--- src/hdl/yprht_pkg.sv ---
`timescale 1ns / 1ps
package yprht_pkg;

    localparam int TRIG_W          = 32;
    localparam int SHIFT_W         = 32;
    localparam int ENTRY_CNT       = 9;
    localparam int MERGE_STAGES    = 5;
    localparam int DEF_ANGLE_BITS  = 16;
    localparam int DEF_ENTRY_BITS  = 16;
    localparam int DEF_TRIG_STAGES = 16;

    localparam logic signed [33:0] CORDIC_X0 = 34'sd652032874;

    localparam logic [31:0] ATAN_TURN [32] = '{
        32'd536870912, 32'd316933406, 32'd167458907, 32'd85004756, 32'd42667331,
        32'd21354465, 32'd10679838, 32'd5340245, 32'd2670163, 32'd1335087,
        32'd667544, 32'd333772, 32'd166886, 32'd83443, 32'd41722, 32'd20861,
        32'd10430, 32'd5215, 32'd2608, 32'd1304, 32'd652, 32'd326, 32'd163,
        32'd81, 32'd41, 32'd20, 32'd10, 32'd5, 32'd3, 32'd1, 32'd1, 32'd0
    };

    typedef logic signed [TRIG_W-1:0]  t_trig;
    typedef logic signed [SHIFT_W-1:0] t_shift;
    typedef logic signed [63:0]        t_prod;

    typedef struct packed {
        t_trig c;
        t_trig s;
    } t_sincos;

endpackage

--- src/hdl/yprht_cordic.sv ---
`timescale 1ns / 1ps
module yprht_cordic
    import yprht_pkg::*;
#(
    parameter int ANGLE_BITS  = DEF_ANGLE_BITS,
    parameter int TRIG_STAGES = DEF_TRIG_STAGES
) (
    input  logic                  i_clk,
    input  logic                  i_en,
    input  logic [ANGLE_BITS-1:0] i_angle,
    output t_sincos               o_sc
);

    localparam int XW = 34;
    localparam int ZW = 33;

    logic [31:0]        w_u;
    logic               w_flip;
    logic signed [31:0] w_zf;
    logic signed [XW-1:0] w_nx;
    logic signed [XW-1:0] w_ny;

    logic signed [XW-1:0] x_s [TRIG_STAGES+1];
    logic signed [XW-1:0] y_s [TRIG_STAGES+1];
    logic signed [ZW-1:0] z_s [TRIG_STAGES+1];
    logic                 f_s [TRIG_STAGES+1];

    // fold into [-1/4, 1/4) turn
    assign w_u    = 32'(i_angle) << (32 - ANGLE_BITS);
    assign w_flip = w_u[31] ^ w_u[30];
    assign w_zf   = {w_u[31] ^ w_flip, w_u[30:0]};

    assign x_s[0] = CORDIC_X0;
    assign y_s[0] = '0;
    assign z_s[0] = ZW'(w_zf);
    assign f_s[0] = w_flip;

    for (genvar i = 0; i < TRIG_STAGES; i++) begin : g_stage
        logic signed [XW-1:0] n_x;
        logic signed [XW-1:0] n_y;
        logic signed [ZW-1:0] n_z;
        logic signed [ZW-1:0] w_atn;
        logic signed [XW-1:0] r_x;
        logic signed [XW-1:0] r_y;
        logic signed [ZW-1:0] r_z;
        logic                 r_f;

        assign w_atn = ZW'({1'b0, ATAN_TURN[i]});

        always_comb begin
            if (!z_s[i][ZW-1]) begin
                n_x = x_s[i] - (y_s[i] >>> i);
                n_y = y_s[i] + (x_s[i] >>> i);
                n_z = z_s[i] - w_atn;
            end else begin
                n_x = x_s[i] + (y_s[i] >>> i);
                n_y = y_s[i] - (x_s[i] >>> i);
                n_z = z_s[i] + w_atn;
            end
        end

        always_ff @(posedge i_clk) begin
            if (i_en) begin
                r_x <= n_x;
                r_y <= n_y;
                r_z <= n_z;
                r_f <= f_s[i];
            end
        end

        assign x_s[i+1] = r_x;
        assign y_s[i+1] = r_y;
        assign z_s[i+1] = r_z;
        assign f_s[i+1] = r_f;
    end

    assign w_nx = -x_s[TRIG_STAGES];
    assign w_ny = -y_s[TRIG_STAGES];

    assign o_sc.c = f_s[TRIG_STAGES] ? w_nx[TRIG_W-1:0] : x_s[TRIG_STAGES][TRIG_W-1:0];
    assign o_sc.s = f_s[TRIG_STAGES] ? w_ny[TRIG_W-1:0] : y_s[TRIG_STAGES][TRIG_W-1:0];

endmodule

--- config.mk ---
export PLATFORM = sky130hd
export DESIGN_NAME = yprht_cordic
export DESIGN_NICKNAME = d
export VERILOG_FILES = /design/src/hdl/yprht_pkg.sv /design/src/hdl/yprht_cordic.sv
export SDC_FILE = /design/constraint.sdc
export NUM_CORES = 2
export LEC_CHECK = 0
export BUFFER_PORTS_ARGS = -buffer_cell sky130_fd_sc_hd__buf_2
export CORE_MARGIN = 3
export CORE_UTILIZATION = 45
export CTS_CLUSTER_SIZE = 24
export DETAILED_ROUTE_END_ITERATION = 8
export PLACE_DENSITY = 0.62
export SLEW_MARGIN = 20
export SYNTH_ARGS = -nofsm -noshare
export SYNTH_HDL_FRONTEND = slang
export SYNTH_SLANG_ARGS = --single-unit
export TNS_END_PERCENT = 1
--- constraint.sdc ---
create_clock -name i_clk -period 5.8 [get_ports i_clk]
set_input_delay 1.74 -clock i_clk [delete_from_list [all_inputs] [get_ports i_clk]]
set_output_delay 1.74 -clock i_clk [all_outputs]
set_load 0.005 [all_outputs]
## Word-level counts from Yosys, hierarchy flattened

Index checks and enable logic that the tools add are counted.

- Register bits after elaboration: 1561
- Input bits: 18

- Bitwise logic cells: 2
- $add $sub $neg: 92
- Multiplexer cells: 48

Operator list:

| kind | number |
|---|---|
| $mux 34 | 29 |
| $mux 33 | 15 |
| $mux 32 | 4 |
| $add 34x20->34 | 2 |
| $add 34x21->34 | 2 |
| $add 34x22->34 | 2 |
| $add 34x23->34 | 2 |
| $add 34x24->34 | 2 |
| $add 34x25->34 | 2 |
| $add 34x26->34 | 2 |
| $add 34x27->34 | 2 |
| $add 34x28->34 | 2 |
| $add 34x29->34 | 2 |
| $add 34x30->34 | 2 |
| $add 34x31->34 | 2 |
| $add 34x32->34 | 2 |
| $sub 34x20->34 | 2 |
| $sub 34x21->34 | 2 |
| $sub 34x22->34 | 2 |
| $sub 34x23->34 | 2 |
| $sub 34x24->34 | 2 |
| $sub 34x25->34 | 2 |
| $sub 34x26->34 | 2 |
| $sub 34x27->34 | 2 |
| 43 further kinds | 52 |

## Logic depth before layout (Yosys ltp)

- Depth in word-level cells: 4
- Depth in mapped cells: 23
- Gate-level depth less buffers: 23

## Least setup slack after synthesis

No wires, ideal clock.

- Kind: register to output
- From: reg g_stage[15].r_x[6]
- To: out o_sc[60] in the netlist's numbering
- Cell stages (with the launch flop): 10
- Path buffers: 0
- Data required time: 4060 ps
- Arrival time: 3231 ps
- Setup slack: 829 ps
- Cells stage by stage: edfxtp_1 -> or4_4 -> or3_1 -> or2_1 -> nand2b_1 -> or3_1 -> or4_1 -> or4_4 -> o31ai_2 -> xnor2_1

RTL lines:

| element | RTL line | RTL |
|---|---|---|
| start, declared | yprht_cordic.sv:43 | `logic signed [XW-1:0] r_x;` |
| start signal, assigned | yprht_cordic.sv:64 | `r_x <= n_x;` |
| end, declared | yprht_cordic.sv:11 | `output t_sincos o_sc` |

==> results_dict.tcl <==
set metrics [dict create \
    rsz0062_at_grt "true" \
    synth_top_cells_by_count "edfxtp_1, a21oi_1, ha_1" \
    routed_wl_mm 319.9 \
    status "complete, but fails checks" \
    crit_cells 10 \
    area_delta_synth_final_pct 9.111 \
    layout.nets 14040 \
    antenna_found_initial 5 \
    tightestPinTransition_ns 1.064 \
    worst_slew_margin_rel_pct 28.61 \
    vias 94163 \
    pin_count 82 \
    yosysWarnings 0 \
    coreArea_mm2 0.2639 \
    cts_tree "built" \
    synth_top_area_share_pct 35.78 \
    synthCells 12420 \
    slowest_stage "or4_4" \
    synth_xor_area_share_pct 13.65 \
    dpl.hpwl_mm 254.5 \
    drc 0 \
    yosys.area_share.adder_pct 14.89 \
    endpoint_kind "output port" \
    violations "setup timing" \
    setup_viol 9 \
    vias_per_cell 5.789 \
    cp-startpoint "g_stage[15].r_x[6]" \
    path_cells "or4_4, or4_4, inv_2, nand2_4, or3_4, or4_4, or4_4, o31ai_1, xnor2_1, buf_2" \
    seqCellArea_mm2 0.04294 \
    worstSetupPathType "flop to output port" \
    ff2ff_setup_slack_ns 0.45 \
    grt_pass1_wl_mm 498.8 \
    critPathCapture "o_sc[63]" \
    syn-num-nets 13841 \
    synth_simple_gate_area_share_pct 12.64 \
    rr_worst_depth 23 \
    critPathMaxFanout 4 \
    fillCellCount 24235 \
    cts_made_buffers 175 \
    syn-mean-instance-area_um2 9.663 \
    yosys_register_bits 1430 \
    synth_top_family_by_area "compound AO/OA/AOI/OAI gates" \
    fin_crit_ns 6.046 \
    detail-route-antenna-nets 0 \
    start_kind "flop" \
    multi_input_area_mm2 0.07443 \
    wl_per_cell_um 19.67 \
    fmax_mhz 165.4 \
    finClkSkew_ns 0.07450 \
    synthFlopType "edfxtp_1" \
    period_share_pct 104.2 \
    clk_latency_ns 0.84 \
    port-buffer-count 81 \
    die_area_mm2 0.2729 \
    rows 188 \
    synth_cell_types 98 \
    final_max_slew_viol_count 0 \
    clock-root-buffer "clkbuf_16" \
    die_x_um 522.4 \
    yosysSeqAreaShare_pct 35.78 \
    fin_util_pct 49.62 \
    gp_congestion 0.9291 \
    clock_path_buffers 4 \
    ys_top_cells_by_area "edfxtp_1, ha_1, xnor2_1" \
    timing.rr.end "g_stage[5].r_y[33]" \
    hold_viol_final 0 \
    postCtsHoldBufs 0 \
    reg2reg_from "g_stage[4].r_x[5]" \
    clk_pin_slew_ns 0.06 \
    arrival_ns 4.31 \
    drive_above_1_share_pct 4.833 \
    required_ns 4.06 \
    drt_iter0_markers 6403 \
    fin_ws_ns -0.2461 \
    cts_max_level 4 \
    synth_area_leader_cell "edfxtp_1" \
    hold_path.class "flop to flop" \
    synth_edf_count 1430 \
    synth_area_mm2 0.1200 \
    first_pass_iters 6 \
    synth_compound_area_share_pct 19.79 \
    cap_violations 0 \
    worst-path-buf-inv 2 \
    cts.sinks 1430 \
    synthArstFlopShare_pct 0 \
    die-height_um 522.4 \
    start_util_pct 45.47 \
    yosys-mux-area-fraction_pct 0.9456 \
    grt_use_total_pct 22.60 \
    grt_max_degree 124 \
    critPathTopFamily "simple AND/OR/NAND/NOR gates" \
    grt_pass1_vias 91117 \
    synth_most_common_cell "edfxtp_1" \
    dp_slack_ns 0.3865 \
    grt_overflow_total 0 \
    cpPeakStageDelay_ns 0.55 \
    cp_common_cell "or4_4" \
]
flip-flops by register name (all words and copies together) (netlist names):
name	cells
g_stage.r_f	16
g_stage.r_x	486
g_stage.r_y	509
g_stage.r_z	419
cell type report:
cell class	instances	share of cell area [%]
repair buffers	209	1.160
diodes	3	0.005733
multi-input cells	10263	56.84
inverters	540	1.556
clock inverters	107	0.8791
flip-flops and latches	1430	32.79
well taps	3515	3.359
clock buffers	198	3.410
kinds of logic (layout without fill, tap and decap cells):
kind of cell               Yosys count  after routing
DFF                               1430           1430
muxes                              107            107
AOI/OAI and AO/OA                 3752           3752
and+or+nand+nor                   3129           3129
xor gates and xnor gates          1871           1871
other                                1              4
adders and majority gates         1403           1403
buffers and inverters              727           1054
worst min-delay path by stage:
stage	cells after the start	end	start	slack, ns
after floorplan	0	g_stage[10].r_f	g_stage[9].r_f	0.40
after global placement	0	g_stage[6].r_f	g_stage[5].r_f	0.40
after detailed placement	0	g_stage[2].r_f	g_stage[1].r_f	0.41
after CTS	0	g_stage[7].r_f	g_stage[6].r_f	0.40
after global routing	0	g_stage[7].r_f	g_stage[6].r_f	0.42
final	0	g_stage[7].r_f	g_stage[6].r_f	0.40
metrics by stage:
step                      area [um2]  hold slack (ns)  TNS, ns  instances
after floorplan               120000           0.4003        0      12420
after global placement        125200           0.4003        0      15955
after detailed placement      125200           0.4057        0      15955
after CTS                     130900           0.4044   -2.565      16261
after global routing          130900           0.4208   -3.117      16265
final                         130900           0.4022   -1.601      16265
cell usage in the layout (no fill, tap or decap), drive strengths merged, types with 138 or more instances in the layout:
cell,n
o21bai,153
clkbuf,198
o21a,231
a21oi,1376
ha,1361
nor2,1108
nand2b,190
xnor2,1288
nor2b,159
inv,545
xor2,583
o21ai,583
nor3,306
a21o,584
a31oi,138
edfxtp,1430
nand2,556
nand3,185
buf,209
repair_timing:
item                       CTS  global route
setup endpoints to repair   11            12
gates resized for setup     13             9
pin swaps                    0             2
setup buffers                1             1
metal layers:
layer | up-vias | track usage (%) | wire, um
li1 | 46496 | - | -
met1 | 45020 | 28.90 | 138200
met2 | 2148 | 40.00 | 157200
met3 | 499 | 2.506 | 14410
met4 | 0 | 6.718 | 10050
met5 | - | 0 | 0
Power is not shown: default switching activity piles up to over one toggle a cycle in this logic, so the estimate is an artifact.
